==> src/rtl/wkc_pkg.sv <==
// Shared constants and types of the weighted k-mer consensus block.
`default_nettype none

package wkc_pkg;

  // Default number of bases in one k-mer.
  localparam int unsigned KmerLenDef = 21;

  // Widths fixed by the interface.
  localparam int unsigned CountW = 32;
  localparam int unsigned LabelW = 10;
  localparam int unsigned ScoreW = 48;
  localparam int unsigned CfgW   = 10;

  // Configuration register indexes.
  typedef enum logic [0:0] {
    REG_USE_MASK   = 1'b0,
    REG_MASK_VALUE = 1'b1
  } wkc_reg_e;

  // Finish control handed from the top level to the merge stage.
  typedef struct packed {
    logic load;
    logic single;
  } wkc_fin_t;

endpackage

`default_nettype wire

==> src/rtl/wkc_lane.sv <==
// One position lane: four saturating base scores and their winner.
`default_nettype none

module wkc_lane (
  input  logic                                 clk_i,
  input  logic                                 rst_ni,
  input  logic                                 upd_i,
  input  logic                                 clr_i,
  input  logic [1:0]                           base_i,
  input  logic [wkc_pkg::CountW-1:0]           count_i,
  output logic [1:0]                           best_o
);

  logic [wkc_pkg::ScoreW-1:0] score_q [4];
  logic [wkc_pkg::ScoreW-1:0] score_d [4];
  logic [wkc_pkg::ScoreW:0]   sum;
  logic [1:0]                 best01;
  logic [1:0]                 best23;

  always_comb begin
    sum = {1'b0, score_q[base_i]} + {{(wkc_pkg::ScoreW + 1 - wkc_pkg::CountW){1'b0}}, count_i};
    for (int b = 0; b < 4; b++) begin
      score_d[b] = score_q[b];
    end
    if (clr_i) begin
      for (int b = 0; b < 4; b++) begin
        score_d[b] = '0;
      end
    end else if (upd_i) begin
      score_d[base_i] = sum[wkc_pkg::ScoreW] ? {wkc_pkg::ScoreW{1'b1}}
                                             : sum[wkc_pkg::ScoreW-1:0];
    end
  end

  always_ff @(posedge clk_i or negedge rst_ni) begin
    if (!rst_ni) begin
      for (int b = 0; b < 4; b++) begin
        score_q[b] <= '0;
      end
    end else begin
      for (int b = 0; b < 4; b++) begin
        score_q[b] <= score_d[b];
      end
    end
  end

  // Ties go to the lower code: a higher code wins only on a strict greater.
  always_comb begin
    best01 = (score_q[1] > score_q[0]) ? 2'd1 : 2'd0;
    best23 = (score_q[3] > score_q[2]) ? 2'd3 : 2'd2;
    best_o = (score_q[best23] > score_q[best01]) ? best23 : best01;
  end

endmodule

`default_nettype wire

==> config.mk <==
export PLATFORM = sky130hd
export DESIGN_NAME = wkc_lane
export DESIGN_NICKNAME = d
export VERILOG_FILES = /design/src/rtl/wkc_pkg.sv /design/src/rtl/wkc_lane.sv
export SDC_FILE = /design/constraint.sdc
export NUM_CORES = 1
export LEC_CHECK = 0
export CORE_MARGIN = 1.5
export CORE_UTILIZATION = 25
export CTS_CLUSTER_DIAMETER = 120
export CTS_CLUSTER_SIZE = 25
export DETAILED_ROUTE_END_ITERATION = 8
export DONT_BUFFER_PORTS = 1
export PLACE_DENSITY = 0.37
export SKIP_LAST_GASP = 1
export SLEW_MARGIN = 20
export SYNTH_ARGS = -nofsm -noshare
export SYNTH_HDL_FRONTEND = slang
export SYNTH_SLANG_ARGS = --single-unit
==> constraint.sdc <==
create_clock -name clk_i -period 13.25 [get_ports clk_i]
set_input_delay 2.65 -clock clk_i [delete_from_list [all_inputs] [get_ports clk_i]]
set_output_delay 2.65 -clock clk_i [all_outputs]
set_load 0.05 [all_outputs]
Word level (Yosys, flattened, before mapping)

Cells that the tools add are included.
Widths: inputs -> output; s select.

Bits in registers: 192
Output and inout bits: 2
Word-level logic and storage cells: 35

Add/sub/neg operators: 1
$lt $le $gt $ge: 7
Muxes and demuxes: 18
Bitwise operators: 3
Reduce and logical (&&, ||, !) cells: 2

Operator list:

| kind               | number |
|---|---|
| $mux 192           | 2 |
| $mux 48            | 8 |
| $bmux 48 s2        | 3 |
| $bwmux 192         | 1 |
| $gt 48x48->1       | 3 |
| $demux 48 s2       | 1 |
| $add 48x32->49     | 1 |
| $ge 3x3->1 const B | 3 |
| $not 2->3          | 2 |
| $lt 3x1->1 const B | 1 |
| $not 1->3          | 1 |
| $mux 1             | 2 |
| $mux 2             | 1 |
| $reduce_bool 2->1  | 1 |
| $logic_and 1x1->1  | 1 |

Logic depth before layout (Yosys ltp)

Word-level depth: 9
Gate-level depth with buffers: 21
Mapped depth without buffers: 19

Worst setup path before layout

No wires, ideal clock.

Path kind: register to output
From: register score_q[21] in the netlist's numbering
To: output best_o[0]
Arrival: 5583 ps
Required time: 10600 ps
Slack: 5017 ps
Cell stages (with the launch flop): 19
Path buffers: 2
Cell sequence: dfrtp_1 > ha_1 > a21o_1 > a21o_1 > a221oi_1 > o221ai_1 > a2bb2oi_1 > o211ai_1 > o21ai_1 > buf_2 > buf_2 > mux2_2 > ha_1 > nand4_1 > or2_2 > nor4_1 > a221oi_1 > a32oi_1 > mux2i_1

Word-level cells in the longest chain between the ends: 8

RTL lines:

| what                                       | RTL line       | text |
|---|---|---|
| start, declared                            | wkc_lane.sv:14 | `logic [wkc_pkg::ScoreW-1:0] score_q [4];` |
| start signal, assigned by index            | wkc_lane.sv:42 | `score_q[b] <= score_d[b];` |
| $gt 48x48->1                               | wkc_lane.sv:50 | `best23 = (score_q[3] > score_q[2]) ? 2'd3 : 2'd2;` |
| $mux 1                                     | wkc_lane.sv:50 |  |
| $not 2->3 (implied by the code)            | wkc_lane.sv:51 | `best_o = (score_q[best23] > score_q[best01]) ? best23 : best01;` |
| $bmux 48 s2                                | wkc_lane.sv:51 |  |
| $mux 48 (implied by the code) (2 in a row) | wkc_lane.sv:51 |  |
| $gt 48x48->1                               | wkc_lane.sv:51 |  |
| $mux 2 *                                   | wkc_lane.sv:51 |  |
| end, declared                              | wkc_lane.sv:11 | `output logic [1:0] best_o` |

Every way passes the cells marked *; elsewhere a longest branch is shown, timed or not. The select of a mux whose other input is x is not followed.

Worst setup path after layout

From: register score_q[191] in the netlist's numbering
To: output best_o[0]

Word-level cells in the longest chain between the ends: 8

RTL lines:

| what                                       | RTL line       | text |
|---|---|---|
| $gt 48x48->1                               | wkc_lane.sv:49 | `best01 = (score_q[1] > score_q[0]) ? 2'd1 : 2'd0;` |
| $mux 1                                     | wkc_lane.sv:49 |  |
| $not 1->3 (implied by the code)            | wkc_lane.sv:51 |  |
| $bmux 48 s2                                | wkc_lane.sv:51 |  |
| $mux 48 (implied by the code) (2 in a row) | wkc_lane.sv:51 |  |
| $gt 48x48->1                               | wkc_lane.sv:51 |  |
| $mux 2 *                                   | wkc_lane.sv:51 |  |

Marked as above.

==> flow_metrics.py <==
metrics = {
    "cts": {
        "cts_setup_buffers": 0,
        "clkSlewWorstSetupHoldPaths_ns": 0.07,
        "cts_tree": "done",
        "hold_buffers": 0,
        "clkLatencyLatePin_ns": 0.50,
        "cts_buffers": 17,
        "clockBufferDepth": 2,
        "clkSinkCount": 192,
        "root_buffer": "clkbuf_16",
        "cts_resized": 0,
        "cts_max_level": 4,
    },
    "floorplan": {
        "ios": 40,
        "rows": 89,
        "dieArea_um2": 61400,
        "initial_core_util": 0.253,
        "core_area_um2": 59100,
        "die_w_um": 248,
        "dieHeight_um": 248,
    },
    "power_and_ir_drop": {
        "clock_power_share": 0.340,
        "seq_power_share": 0.355,
        "p_total_mw": 1.76,
        "power.share.switching": 0.346,
        "p_per_area_nw_per_um2": 107,
        "p_int_mw": 1.15,
        "comb_power_share": 0.305,
        "vdd_drop_max_mv": 0.118,
        "power.leakage_nw": 7.34,
        "p_sw_mw": 0.608,
    },
    "synth": {
        "yosysWarnings": 0,
        "synth_seq_cells": 192,
        "synth_ff_type": "dfrtp_1",
        "async_flop_share": 1.00,
        "synthCells": 1562,
        "mappedNetlistArea_um2": 15000,
        "avgSynthCellArea_um2": 9.59,
        "ys_types": 71,
        "synth_nets": 1777,
        "synth_edf_count": 0,
        "ys_seq_area_frac": 0.321,
    },
    "placement": {
        "gp_congestion": 0.797,
        "hpwl_mm": 37.0,
        "place_area_um2": 15800,
        "numPortBuffers": 0,
    },
    "sta": {
        "worst_pin_slew_ns": 1.04,
        "setup_violations": 0,
        "hold_ws_ns": 0.533,
        "relSlewSlack": 0.308,
        "slew_viol_final": 0,
        "tns_ns": 0,
        "fin_crit_sh": 0.714,
        "fmax_mhz": 106,
        "hold_violations": 0,
        "rsz0062_at_grt": "false",
        "finalCriticalPeriod_ns": 9.46,
        "clock_skew_ns": 0.0130,
    },
    "setup_path": {
        "start_kind": "register",
        "crit_required_ns": 10.60,
        "critPathArrivalTime_ns": 6.81,
        "endpoint_kind": "output port",
        "path_max_fanout": 21,
        "worstSetupPathType": "register to output port",
    },
    "layout": {
        "drive_above_1_share": 0.111,
        "n_antenna_cell": 0,
        "largest-register": "score_q",
        "largest_register_ffs": 192,
        "syn_to_final_growth_pct": 10.1,
        "utilization": 0.279,
        "top_regs": "score_q (192)",
        "layout.nets": 1738,
        "fin_area_um2": 16500,
    },
    "global_routing": {
        "grt-ovfl-total": 0,
        "first_global_vias": 12500,
        "grt_pass1_wl_mm": 83.2,
        "grt_usage": 0.187,
        "grt_max_degree": 193,
        "antenna_found_initial": 0,
    },
    "run_status": {
        "violations": "design-rule violations",
        "status": "finished with violations",
    },
    "min_path": {
        "hp-class": "register to register",
    },
    "route": {
        "vias": 12200,
        "firstDrtPassIters": 8,
        "drc_errors": 5,
        "ant_nets": 0,
        "drtIter0Drc": 809,
        "wire_per_inst_um": 24.1,
        "wl_mm": 55.5,
        "viasPerCell": 5.26,
    },
    "job": {
        "maxCapViolCount": 0,
    },
}
-- power by group through the flow --
stage / clock network (mW) / registers [mW] / logic (mW)
after floorplan: 0 / 0.627 / 0.376
after global placement: 0 / 0.635 / 0.543
after detailed placement: 0 / 0.635 / 0.541
after CTS: 0.614 / 0.624 / 0.543
after global routing: 0.634 / 0.627 / 0.586
final: 0.598 / 0.624 / 0.537
-- path summary, 6_finish.rpt --
| kind | start | to | slack, ns | cells after the start |
|---|---|---|---|---|
| worst max-delay path | score_q[191] | best_o[0] | 3.79 | 20 |
| worst min-delay path | score_q[88] | score_q[88] | 0.53 | 2 |
| worst max register to register | score_q[48] | score_q[148] | 8.60 | 14 |
| worst min register to register | score_q[88] | score_q[88] | 0.53 | 2 |
| max in group asynchronous | rst_ni | score_q[159] | 10.88 | 0 |
| min in group asynchronous | rst_ni | score_q[60] | 1.85 | 0 |
-- cell usage after synthesis (7+ instances only) --
cell type | n | area (um^2)
nor3_1 | 18 | 90.1
nand3_1 | 26 | 130
inv_1 | 119 | 447
o21ai_1 | 87 | 435
clkbuf_1 | 50 | 188
o21ai_0 | 73 | 365
a221o_1 | 13 | 130
nor2_1 | 54 | 203
buf_2 | 18 | 90.1
mux2i_1 | 54 | 541
o21a_1 | 10 | 75.1
mux4_2 | 44 | 991
o21bai_1 | 7 | 52.6
a211oi_1 | 13 | 97.6
nor4_1 | 9 | 56.3
ha_1 | 176 | 2200
a21o_1 | 32 | 240
xnor2_1 | 14 | 123
a22o_1 | 76 | 666
a31oi_1 | 8 | 50.1
xor2_1 | 12 | 105
nand2_1 | 165 | 619
a21oi_1 | 79 | 395
nand2b_1 | 11 | 68.8
nor2b_1 | 11 | 68.8
mux2_2 | 48 | 541
dfrtp_1 | 192 | 4800
nand4_1 | 43 | 269
-- per-stage QoR --
step,instances,setup slack (ns)
global placement,2277,4.42
floorplan,1562,5.02
CTS,2309,3.76
finish,2309,3.79
detailed placement,2277,4.35
global route,2309,3.40
-- area by class of cell --
| class | count | area (um^2) |
|---|---|---|
| Fill cell | 6216 | 42600 |
| Inverter | 119 | 447 |
| Clock buffer | 23 | 478 |
| Clock inverter | 9 | 179 |
| Multi-Input combinational cell | 1174 | 9470 |
| Tap cell | 773 | 967 |
| Timing Repair Buffer | 19 | 143 |
| Sequential cell | 192 | 4800 |
-- worst max-delay path: stages, from the launching register on --
cell and delay (ns):
dfrtp_1 0.40, inv_1 0.06, ha_1 0.38, nand4_1 0.10
or2_2 0.33, nor3_1 0.71, o311ai_0 0.37, nand3b_1 0.24
o21ai_4 0.08, buf_4 0.28, mux2i_1 0.17, ha_1 0.32
nand4_1 0.15, nor3_1 0.62, nand2_1 0.24, nor4_1 0.67
a221oi_1 0.16, a32oi_1 0.23, buf_4 0.27, mux2i_1 0.27
buf_4 0.24
-- per-layer routing --
metal	share of wire	vias up	GRT usage
met3	0.040	45	0.0374
li1	-	5724	-
met1	0.49	6163	0.260
met2	0.46	224	0.294
met4	0.017	0	0.0485
met5	0	-	0
-- cell usage in the layout (no fill, tap or decap), types with 19 or more instances in the layout --
master   synthesis  routed
a21o_1          32      32
a21oi_1         79      76
a22o_1          76      76
buf_4            0      19
dfrtp_1        192     192
ha_1           176     176
inv_1          119     119
mux2_2          48      48
mux2i_1         54      54
mux4_2          44      44
nand2_1        165     165
nand3_1         26      26
nand4_1         43      43
nor2_1          54      54
o21ai_0         73      73
o21ai_1         87      85
-- kinds of logic after synthesis --
kind of cell,Yosys count,share of synthesized area
compound gates,438,0.190
xor+xnor,26,0.0152
fa+ha+maj,177,0.148
buf+inv,196,0.0537
flops,192,0.321
mux,150,0.145
simple gates,383,0.126
Note: power is estimated with default switching activity, not from simulation.
