### src/rtl/wkc_pkg.sv
// Shared constants and types of the weighted k-mer consensus block.
`default_nettype none

package wkc_pkg;

  // Default number of bases in one k-mer.
  localparam int unsigned KmerLenDef = 21;

  // Widths fixed by the interface.
  localparam int unsigned CountW = 32;
  localparam int unsigned LabelW = 10;
  localparam int unsigned ScoreW = 48;
  localparam int unsigned CfgW   = 10;

  // Configuration register indexes.
  typedef enum logic [0:0] {
    REG_USE_MASK   = 1'b0,
    REG_MASK_VALUE = 1'b1
  } wkc_reg_e;

  // Finish control handed from the top level to the merge stage.
  typedef struct packed {
    logic load;
    logic single;
  } wkc_fin_t;

endpackage

`default_nettype wire

### src/rtl/wkc_merge.sv
// Merge: result register for lane winners or a lone request's bases.
`default_nettype none

module wkc_merge #(
  parameter int unsigned KMER_LEN = wkc_pkg::KmerLenDef
) (
  input  logic                    clk_i,
  input  logic                    rst_ni,
  input  wkc_pkg::wkc_fin_t       fin_i,
  input  logic [2*KMER_LEN-1:0]   lane_best_i,
  input  logic [2*KMER_LEN-1:0]   first_bases_i,
  output logic                    free_o,
  output logic                    out_valid_o,
  input  logic                    out_stall_i,
  output logic [2*KMER_LEN-1:0]   consensus_bases_o
);

  logic                  valid_q, valid_d;
  logic [2*KMER_LEN-1:0] data_q;

  assign free_o = !valid_q || !out_stall_i;

  always_comb begin
    valid_d = valid_q;
    if (fin_i.load) begin
      valid_d = 1'b1;
    end else if (valid_q && !out_stall_i) begin
      valid_d = 1'b0;
    end
  end

  always_ff @(posedge clk_i or negedge rst_ni) begin
    if (!rst_ni) begin
      valid_q <= 1'b0;
    end else begin
      valid_q <= valid_d;
    end
  end

  always_ff @(posedge clk_i) begin
    if (fin_i.load) begin
      data_q <= fin_i.single ? first_bases_i : lane_best_i;
    end
  end

  assign out_valid_o       = valid_q;
  assign consensus_bases_o = data_q;

endmodule

`default_nettype wire

### config.mk
export PLATFORM = sky130hd
export DESIGN_NAME = wkc_merge
export DESIGN_NICKNAME = d
export VERILOG_FILES = /design/src/rtl/wkc_pkg.sv /design/src/rtl/wkc_merge.sv
export SDC_FILE = /design/constraint.sdc
export NUM_CORES = 1
export LEC_CHECK = 0
export BUFFER_PORTS_ARGS = -buffer_cell sky130_fd_sc_hd__buf_2
export CAP_MARGIN = 20
export CELL_PAD_IN_SITES_DETAIL_PLACEMENT = 1
export CELL_PAD_IN_SITES_GLOBAL_PLACEMENT = 1
export CORE_MARGIN = 2
export CORE_UTILIZATION = 32
export CTS_CLUSTER_DIAMETER = 80
export DETAILED_ROUTE_END_ITERATION = 10
export HOLD_SLACK_MARGIN = 0.1
export PLACE_DENSITY = 0.8
export REMOVE_ABC_BUFFERS = 1
export SLEW_MARGIN = 20
export SYNTH_ARGS = -nofsm -noshare
export SYNTH_HDL_FRONTEND = slang
export SYNTH_SLANG_ARGS = --single-unit
### constraint.sdc
create_clock -name clk_i -period 0.8 [get_ports clk_i]
set_input_delay 0.12 -clock clk_i [delete_from_list [all_inputs] [get_ports clk_i]]
set_output_delay 0.12 -clock clk_i [all_outputs]
set_load 0.05 [all_outputs]
== Word-level counts from Yosys, hierarchy flattened ==
Cells that the tools add are included.

* Input port bits: 89
* Word-level logic and storage cells: 10
* Output and inout bits: 44
* Bits in registers: 43

* Reductions and logical operators: 5
* Mux-type cells: 3

{| class="wikitable"
|+ Operator list
! cell !! count
|-
| 42-bit two-way mux || 1
|-
| 1-bit zero test || 2
|-
| 1-bit two-way mux || 2
|-
| 2-bit nonzero test || 1
|-
| 1-bit logical AND || 1
|-
| 1-bit logical OR || 1
|}

== Depth between registers and ports, before layout ==
Gate-level depths: netlist of the first run.

* Depth after elaboration: 4
* Depth in mapped cells: 3
* Gate-level depth less buffers: 1

== Worst setup path after synthesis of the first run ==
Ideal clock, no wire load.

* Path type: reg2out
* Start point: register valid_q, in the netlist out_valid_o
* End point: output port free_o
* Arrival time: 1.045 ns
* Setup slack: -0.365 ns
* Cell stages (with the launch flop): 2
* Data required time: 0.680 ns
* Cell sequence: dfrtp_1 nand2_1

* Longest elaborated chain between the ends: 2

{| class="wikitable"
|+ RTL lines
! element !! line !! text
|-
| start, declared || wkc_merge.sv:18 || <nowiki>logic valid_q, valid_d;</nowiki>
|-
| start signal, assigned || wkc_merge.sv:36 || <nowiki>valid_q <= valid_d;</nowiki>
|-
| 1-bit zero test || wkc_merge.sv:21 || <nowiki>assign free_o = !valid_q || !out_stall_i;</nowiki>
|-
| 1-bit logical OR || wkc_merge.sv:21 ||
|-
| end, declared || wkc_merge.sv:12 || <nowiki>output logic free_o,</nowiki>
|}

No other way between the ends.

== Worst setup path in the final report of the first run ==
Same ends and word-level chain as after synthesis.

==> flow_metrics.py, run 1 <==
metrics = {
    "clock_tree": {
        "numCtsBuffers": 5,
        "post_cts_buffers": 0,
        "htree_levels": 2,
        "cts_tree": "yes",
        "cts.sinks": 43,
        "cts_root_buffer": "clkbuf_8",
        "clk_pin_slew_ps": 80,
        "clk_latency_ps": 280,
        "cts_buffer_depth": 2,
    },
    "sta": {
        "fin_skew_ps": 0,
        "hold_viol": 0,
        "setup_violations": 44,
        "period_minus_slack_ps": 1060,
        "fin_crit_sh": 1.33,
        "max_freq_mhz": 943,
        "max_slew.worst_pin.slew_ps": 146,
        "hold_ws_ps": 124,
        "slew_viol_final": 0,
        "setup_ws_ps": -261,
        "rsz0062_at_grt": "true",
        "relSlewSlack": 0.903,
    },
    "worst_setup_path": {
        "worstPathCellList": "nand2_1, buf_6",
        "worst-path-buf-inv": 1,
        "crit_path_max_fanout": 3,
        "start_kind": "flop",
        "crit_required_ps": 680,
        "worstSetupEndpointType": "primary output",
        "reg2regPathDepth": 1,
        "slowest_delay_ps": 400,
        "critical-path-top-delay-family": "flip-flops",
        "cp.depth": 2,
        "cp.arrival_ps": 940,
        "criticalPathCategory": "reg -> out",
        "slowest_stage": "dfrtp_1",
    },
    "place": {
        "dp_hpwl_um": 3880,
        "portBuffers": 132,
        "post-place-cells": 299,
        "routabilityCongestion": 0.724,
        "dpl-instance-area_mm2": 0.00278,
    },
    "logic_synthesis": {
        "synth_most_common_cell": "edfxtp_1",
        "ys_top_cells_by_count": "42 x edfxtp_1, 40 x mux2_4, 4 x buf_12",
        "synth_area_leader_cell": "edfxtp_1",
        "synth_edf_count": 42,
        "synth.avg_cell_area_um2": 21.9,
        "mappedNetlistArea_mm2": 0.00201,
        "ys_ff_latch": 43,
        "synthCells": 92,
        "synthFlopType": "edfxtp_1",
        "synth_top_cell_area_share": 0.627,
        "yosys-top-cells-area": "edfxtp_1 63%, mux2_4 30%, buf_12 4.0%",
        "yosysSeqAreaShare": 0.639,
        "synth_cell_types": 8,
        "yosysWarnings": 0,
        "async_flop_share": 0.0233,
    },
    "drt": {
        "first_iter_violations": 17,
        "ant_nets": 0,
        "route.detailed.drc": 0,
        "detail_route.wl_per_cell_um": 15.6,
        "vias": 1359,
        "drt_wl_total_um": 4830,
        "via_per_inst": 4.40,
        "firstDrtPassIters": 4,
    },
    "power_and_ir_drop": {
        "pwr-share-seq": 0.471,
        "power.density_mw_per_mm2": 1900,
        "switching_share": 0.303,
        "peakVddDrop_mv": 0.655,
        "power.internal_uw": 4160,
        "p_leak_uw": 0.00147,
        "pwr-share-comb": 0.309,
        "p_sw_uw": 1810,
        "power_frac_clock": 0.219,
    },
    "hold_path": {
        "min_path_type": "in -> reg",
        "whs_path_depth": 2,
    },
    "floorplanning": {
        "initial_core_util": 0.336,
        "core_mm2": 0.00599,
        "io_pins": 133,
        "dieWidth_um": 83.3,
        "dieArea_mm2": 0.00694,
        "die_h_um": 83.3,
        "rows": 28,
    },
    "run_status": {
        "outcome": "complete, but fails checks",
        "violations": "negative setup slack",
    },
    "global_route": {
        "grt_pass1_wl_um": 7560,
        "track_usage": 0.142,
        "grt_max_degree": 24,
        "antenna_found_initial": 0,
        "grt_pass1_vias": 1488,
        "grt_overflow": 0,
    },
    "final_layout": {
        "stdcell_count": 309,
        "area_growth_pct": 56.4,
        "fin_area_mm2": 0.00315,
        "diodes": 0,
        "fillers": 610,
        "layout-drive-gt1-share": 0.786,
        "final_nets": 322,
    },
    "run": {
        "max_cap_violations": 0,
    },
}
## worst paths after layout
| path | startpoint | slack [ps] | to |
|---|---|---|---|
| min reg2reg | out_valid_o | 530 | out_valid_o |
| min in group asynchronous | rst_ni | 150 | out_valid_o |
| max reg2reg | out_valid_o | 130 | out_valid_o |
| max in group asynchronous | rst_ni | 570 | out_valid_o |
| min | first_bases_i[8] | 120 | consensus_bases_o[8] |
| max | out_valid_o | -260 | free_o |
## cell type report
type,instances,area (um^2),share of cell area
clock buffers,8,80.1,0.0254
multi-input cells,44,634,0.202
flip-flops and latches,43,1290,0.409
well taps,75,93.8,0.0298
repair buffers,139,1050,0.334
## through the flow
step                utilization  TNS, ps  power [uW]  setup WS [ps]
CTS                       0.524    -8110        6060           -263
global route              0.525    -9100        6220           -307
finish                    0.525    -7390        5970           -261
floorplan                     -     -452        3830           -365
global placement          0.463   -10340        4390           -270
detailed placement        0.463   -10750        4430           -290
## routing by layer
metal  global-route usage  vias up  part of all wire
met5                    0        -                 0
met4               0.0402        0            0.0087
met3               0.0547        5              0.10
met2                0.262       82              0.55
met1                0.149      635              0.33
li1                     -      637                 -
## power by group through the flow
stage               clock, uW  combinational, uW  sequential (uW)
floorplan                   0                286             3550
global placement            0               1590             2810
detailed placement          0               1620             2810
CTS                      1380               1860             2820
global route             1450               1930             2840
finish                   1310               1850             2810
## what timing repair did
item	in CTS	in global routing
hold buffers	1	1
hold endpoints to repair	2	1
setup endpoints to repair	44	44
gates resized for setup	87	0
gates cloned	0	0
pin swaps	0	0
## cells in the final DEF (no fill, tap or decap), types with 2 or more instances in the layout
cell,Yosys,layout
clkbuf_1,0,3
mux2_4,40,40
buf_2,0,88
clkbuf_8,0,5
dlygate4sd3_1,0,2
buf_6,1,43
buf_12,4,5
mux2_2,2,2
edfxtp_1,42,42
## state kept, by name, summed over array words and instances (netlist names)
register and cells:
out_valid_o 1, consensus_bases_o 42
## logic make-up after synthesis
logic type	Yosys count	share of synthesized area
AOI/OAI and AO/OA	1	0.00373
DFF	43	0.639
buffers and inverters	5	0.0454
and+or+nand+nor	1	0.00186
muxes	42	0.310
Note: power is estimated with default switching activity, not from simulation.
==> run 2: changes to the inputs <==
Settings changed: ABC_AREA set to 1, CORE_UTILIZATION 32 to 29, PLACE_DENSITY 0.8 to 0.82.
==> flow_metrics.py, run 2 <==
metrics = {
    "sta": {
        "setup_violations": 44,
        "setup_ws_ps": -239,
        "fin_skew_ps": 0,
        "slew_viol_final": 0,
        "relSlewSlack": 0.817,
        "hold_viol": 0,
        "max_freq_mhz": 963,
        "period_minus_slack_ps": 1040,
        "tns_ps": -7110,
        "rsz0062_at_grt": "true",
        "fin_crit_sh": 1.30,
        "hold_ws_ps": 94.8,
        "max_slew.worst_pin.slew_ps": 274,
    },
    "drt": {
        "firstDrtPassIters": 4,
        "first_iter_violations": 63,
        "ant_nets": 0,
        "drt_wl_total_um": 5260,
        "route.detailed.drc": 0,
        "via_per_inst": 4.35,
        "detail_route.wl_per_cell_um": 13.3,
        "vias": 1722,
    },
    "logic_synthesis": {
        "yosysSeqAreaShare": 0.677,
        "yosys-top-cells-area": "edfxtp_1 66%, nand2_1 23%, nand2_2 3.3%",
        "synth_top_cell_area_share": 0.664,
        "synth_area_leader_cell": "edfxtp_1",
        "mappedNetlistArea_mm2": 0.00190,
        "async_flop_share": 0.0233,
        "synth_edf_count": 42,
        "synth_most_common_cell": "nand2_1",
        "synth_cell_types": 9,
        "synth.avg_cell_area_um2": 10.4,
        "yosysWarnings": 0,
        "synthFlopType": "edfxtp_1",
        "ys_ff_latch": 43,
        "ys_top_cells_by_count": "118 x nand2_1, 42 x edfxtp_1, 10 x nand2_2",
        "synthCells": 182,
    },
    "clock_tree": {
        "numCtsBuffers": 5,
        "htree_levels": 2,
        "clk_latency_ps": 280,
        "cts_buffer_depth": 2,
        "hold_buffers": 1,
        "cts_root_buffer": "clkbuf_8",
        "cts.sinks": 43,
        "clk_pin_slew_ps": 80,
        "cts_tree": "yes",
    },
    "final_layout": {
        "final_nets": 407,
        "area_growth_pct": 59.3,
        "layout-drive-gt1-share": 0.489,
        "stdcell_count": 396,
        "final_core_util": 0.477,
        "layout_commonest_cell": "nand2_1",
        "final_cell_mix": "117 x nand2_1, 89 x buf_2, 42 x edfxtp_1, 42 x buf_6, 11 x nand2_2",
        "diodes": 0,
        "largest_reg_flops": 42,
    },
    "hold_path": {
        "min_path_type": "in -> reg",
        "hp-start": "lane_best_i[12]",
    },
    "global_route": {
        "grt_max_degree": 43,
        "grt_overflow": 0,
        "grt_pass1_vias": 1792,
        "antenna_found_initial": 0,
        "track_usage": 0.146,
        "grt_pass1_wl_um": 8320,
    },
    "worst_setup_path": {
        "worstSetupEndpointType": "primary output",
        "r2r_end": "out_valid_o",
        "crit_required_ps": 680,
        "r2r_slack_ps": 80,
        "criticalPathCategory": "reg -> out",
        "reg2regPathDepth": 3,
        "slowest_stage": "dfrtp_1",
        "start_kind": "flop",
        "slowest_delay_ps": 390,
        "cp.arrival_ps": 920,
        "endpoint": "free_o",
        "crit_path_max_fanout": 2,
        "reg2reg_from": "out_valid_o",
        "critPathLaunch": "out_valid_o",
        "worstPathCellList": "nand2_2, buf_8",
    },
    "floorplanning": {
        "rows": 29,
        "dieWidth_um": 85.0,
        "core_mm2": 0.00635,
        "io_pins": 133,
        "initial_core_util": 0.299,
        "dieArea_mm2": 0.00722,
        "die_h_um": 85.0,
    },
    "place": {
        "dp_hpwl_um": 3960,
        "post-place-cells": 387,
        "routabilityCongestion": 0.769,
        "portBuffers": 132,
        "dpl_worst_slack_ps": -93.9,
    },
    "power_and_ir_drop": {
        "p_leak_uw": 0.00152,
        "power.density_mw_per_mm2": 1960,
        "peakVddDrop_mv": 0.773,
    },
    "run_status": {
        "outcome": "complete, but fails checks",
        "violations": "negative setup slack",
    },
    "run": {
        "max_cap_violations": 0,
    },
}
run 2: how the worst min path moves through the flow:
| stage | to | slack, ps | depth (start not counted) |
|---|---|---|---|
| after global routing | consensus_bases_o[32] | 90 | 3 |
| after CTS | consensus_bases_o[19] | 80 | 3 |
| after global placement | out_valid_o | -100 | 1 |
| final | consensus_bases_o[12] | 90 | 3 |
| after floorplan | out_valid_o | -180 | 0 |
| after detailed placement | out_valid_o | -100 | 1 |
run 2: final cells by class:
cell class / count / area, um^2
sequential: 43 / 1290
inverter: 2 / 15.0
multi-input combinational: 128 / 508
fill: 744 / 3320
tap: 77 / 96.3
clock buffer: 7 / 86.3
timing repair buffer: 138 / 1030
clock inverter: 1 / 5.00
run 2: worst max-delay path, delay by kind of cell (launching register included):
| kind | cells | cell delay (ps) |
|---|---|---|
| flops | 1 | 390 |
| buf+inv | 1 | 150 |
| simple gates | 1 | 90 |
run 2: power breakdown:
part,internal [uW],leakage (uW),switching [uW]
Clock,697,0.0000482,691
Sequential,2720,0.000420,93.7
Combinational,650,0.00105,1090
run 2: through the flow:
step | power, uW | area, um^2
2_1_floorplan | 3740 | 1810
3_3_place_gp | 4280 | 2650
3_5_place_dp | 4320 | 2650
4_1_cts | 6020 | 3030
5_1_grt | 6230 | 3030
6_report | 5940 | 3030
run 2: cell families after synthesis:
| kind of cell | Yosys count | share of synthesized area |
|---|---|---|
| DFF | 43 | 0.677 |
| and+or+nand+nor | 128 | 0.266 |
| buffers and inverters | 11 | 0.0573 |
run 2: routing by layer:
layer,up-vias,part of all wire,global-route usage
met1,801,0.37,0.154
met4,0,0.0076,0.0519
met5,-,0,0
met2,71,0.55,0.279
li1,848,-,-
met3,2,0.072,0.0331
run 2: repair_timing:
action / in CTS / in global routing
endpoints found under the setup margin: 44 / 44
hold endpoints to repair: 25 / 11
buffers inserted: 0 / 0
resized for setup: 88 / 0
==> run 3: changes to the inputs <==
==> constraint.sdc (replaced) <==
create_clock -name clk_i -period 0.8 [get_ports clk_i]
set_input_delay 0.16 -clock clk_i [delete_from_list [all_inputs] [get_ports clk_i]]
set_output_delay 0.16 -clock clk_i [all_outputs]
set_load 0.05 [all_outputs]
==> flow_metrics.py, run 3 (synthesis gave the netlist of run 2 again) <==
metrics = {
    "hold_path": {
        "worst_hold_path.endpoint": "consensus_bases_o[12]",
        "hp-start": "lane_best_i[12]",
        "whs_path_depth": 3,
        "min_path_type": "in -> reg",
    },
    "final_layout": {
        "area_growth_pct": 60.7,
        "layout_commonest_cell": "nand2_1",
        "fin_area_mm2": 0.00305,
        "final_nets": 409,
        "stdcell_count": 398,
        "final_cell_mix": "117 x nand2_1, 88 x buf_2, 42 x edfxtp_1, 42 x buf_6, 11 x nand2_2",
        "layout-drive-gt1-share": 0.492,
        "diodes": 0,
        "fillers": 729,
        "largest_reg_flops": 42,
    },
    "sta": {
        "slew_viol_final": 0,
        "setup_violations": 45,
        "period_minus_slack_ps": 1070,
        "rsz0062_at_grt": "true",
        "fin_crit_sh": 1.34,
        "hold_viol": 0,
        "setup_ws_ps": -269,
        "relSlewSlack": 0.827,
        "fin_skew_ps": 0,
        "max_freq_mhz": 935,
        "max_slew.worst_pin.slew_ps": 260,
    },
    "place": {
        "routabilityCongestion": 0.770,
        "dpl-instance-area_mm2": 0.00266,
        "dp_hpwl_um": 4090,
        "post-place-cells": 388,
        "portBuffers": 132,
    },
    "floorplanning": {
        "rows": 29,
        "io_pins": 133,
        "core_mm2": 0.00635,
        "dieWidth_um": 85.0,
        "dieArea_mm2": 0.00722,
        "initial_core_util": 0.299,
        "die_h_um": 85.0,
    },
    "power_and_ir_drop": {
        "p_leak_uw": 0.00153,
        "peakVddDrop_mv": 0.709,
        "power.density_mw_per_mm2": 1980,
    },
    "global_route": {
        "grt_max_degree": 43,
        "grt_pass1_vias": 1807,
        "antenna_found_initial": 0,
        "grt_pass1_wl_um": 8540,
        "grt_overflow": 0,
        "track_usage": 0.151,
    },
    "drt": {
        "vias": 1720,
        "first_iter_violations": 45,
        "drt_wl_total_um": 5290,
        "via_per_inst": 4.32,
        "route.detailed.drc": 0,
        "ant_nets": 0,
        "detail_route.wl_per_cell_um": 13.3,
        "firstDrtPassIters": 4,
    },
    "clock_tree": {
        "htree_levels": 2,
        "clk_latency_ps": 280,
        "cts.sinks": 43,
        "cts_buffer_depth": 2,
        "clk_pin_slew_ps": 80,
        "numCtsBuffers": 5,
        "cts_tree": "yes",
        "cts_root_buffer": "clkbuf_8",
    },
    "worst_setup_path": {
        "r2r_slack_ps": -10,
        "worstSetupEndpointType": "primary output",
        "reg2regPathDepth": 4,
        "reg2reg_from": "out_valid_o",
        "crit_required_ps": 640,
        "cp.arrival_ps": 910,
        "r2r_end": "out_valid_o",
        "start_kind": "flop",
        "criticalPathCategory": "reg -> out",
        "crit_path_max_fanout": 2,
    },
    "run_status": {
        "violations": "negative setup slack",
        "outcome": "complete, but fails checks",
    },
    "run": {
        "max_cap_violations": 0,
    },
}
## run 3: cell type report
type	count	area, um^2	share of cell area
sequential	43	1290	0.421
inverter	2	15.0	0.00492
clock buffer	8	100	0.0328
tap	77	96.3	0.0315
multi-input combinational	128	508	0.166
timing repair buffer	140	1050	0.343
## run 3: power by group
part / switching (uW) / leakage (uW) / internal (uW) / total, uW
sequential: 94.4 / 0.000420 / 2720 / 2810
clock: 704 / 0.0000515 / 788 / 1490
combinational: 1090 / 0.00106 / 659 / 1750
total: 1890 / 0.00153 / 4160 / 6060
## run 3: worst max-delay path, cell delays in order (launching register included)
cell and delay, ps:
dfrtp_1 390, nand2_2 90, buf_8 150
## run 3: per-layer routing
| layer | vias to the layer above | global-route usage | wire length [um] |
|---|---|---|---|
| met5 | - | 0 | 0 |
| met4 | 0 | 0.0548 | 87 |
| met3 | 6 | 0.0379 | 372 |
| met2 | 77 | 0.278 | 2870 |
| met1 | 784 | 0.165 | 1950 |
| li1 | 853 | - | - |
## run 3: worst max path at each step
stage / cells past startpoint / end / slack, ps / start
after floorplan: 2 / out_valid_o / -450 / out_valid_o
after global placement: 4 / consensus_bases_o[26] / -110 / fin_i[0]
after detailed placement: 4 / consensus_bases_o[34] / -140 / fin_i[0]
after CTS: 2 / free_o / -290 / out_valid_o
after global routing: 2 / free_o / -310 / out_valid_o
final: 2 / free_o / -270 / out_valid_o
## run 3: timing repair
action / CTS / global route
setup buffers: 0 / 1
hold endpoints to repair: 1 / 0
gates cloned: 0 / 0
endpoints found under the setup margin: 44 / 44
pin swaps: 0 / 0
resized for setup: 88 / 1
hold buffers: 1 / 0
## run 3: metrics by stage
step           TNS (ps)   util  worst slack [ps]  power (uW)  hold WS [ps]
2_1_floorplan      -848      -              -453        3740          -136
3_3_place_gp      -3500  0.419              -113        4290         -64.5
3_5_place_dp      -4860  0.419              -137        4320         -64.1
4_1_cts           -9660  0.479              -289        6130           124
5_1_grt          -10760  0.481              -308        6340           131
6_report          -8930  0.481              -269        6060           135
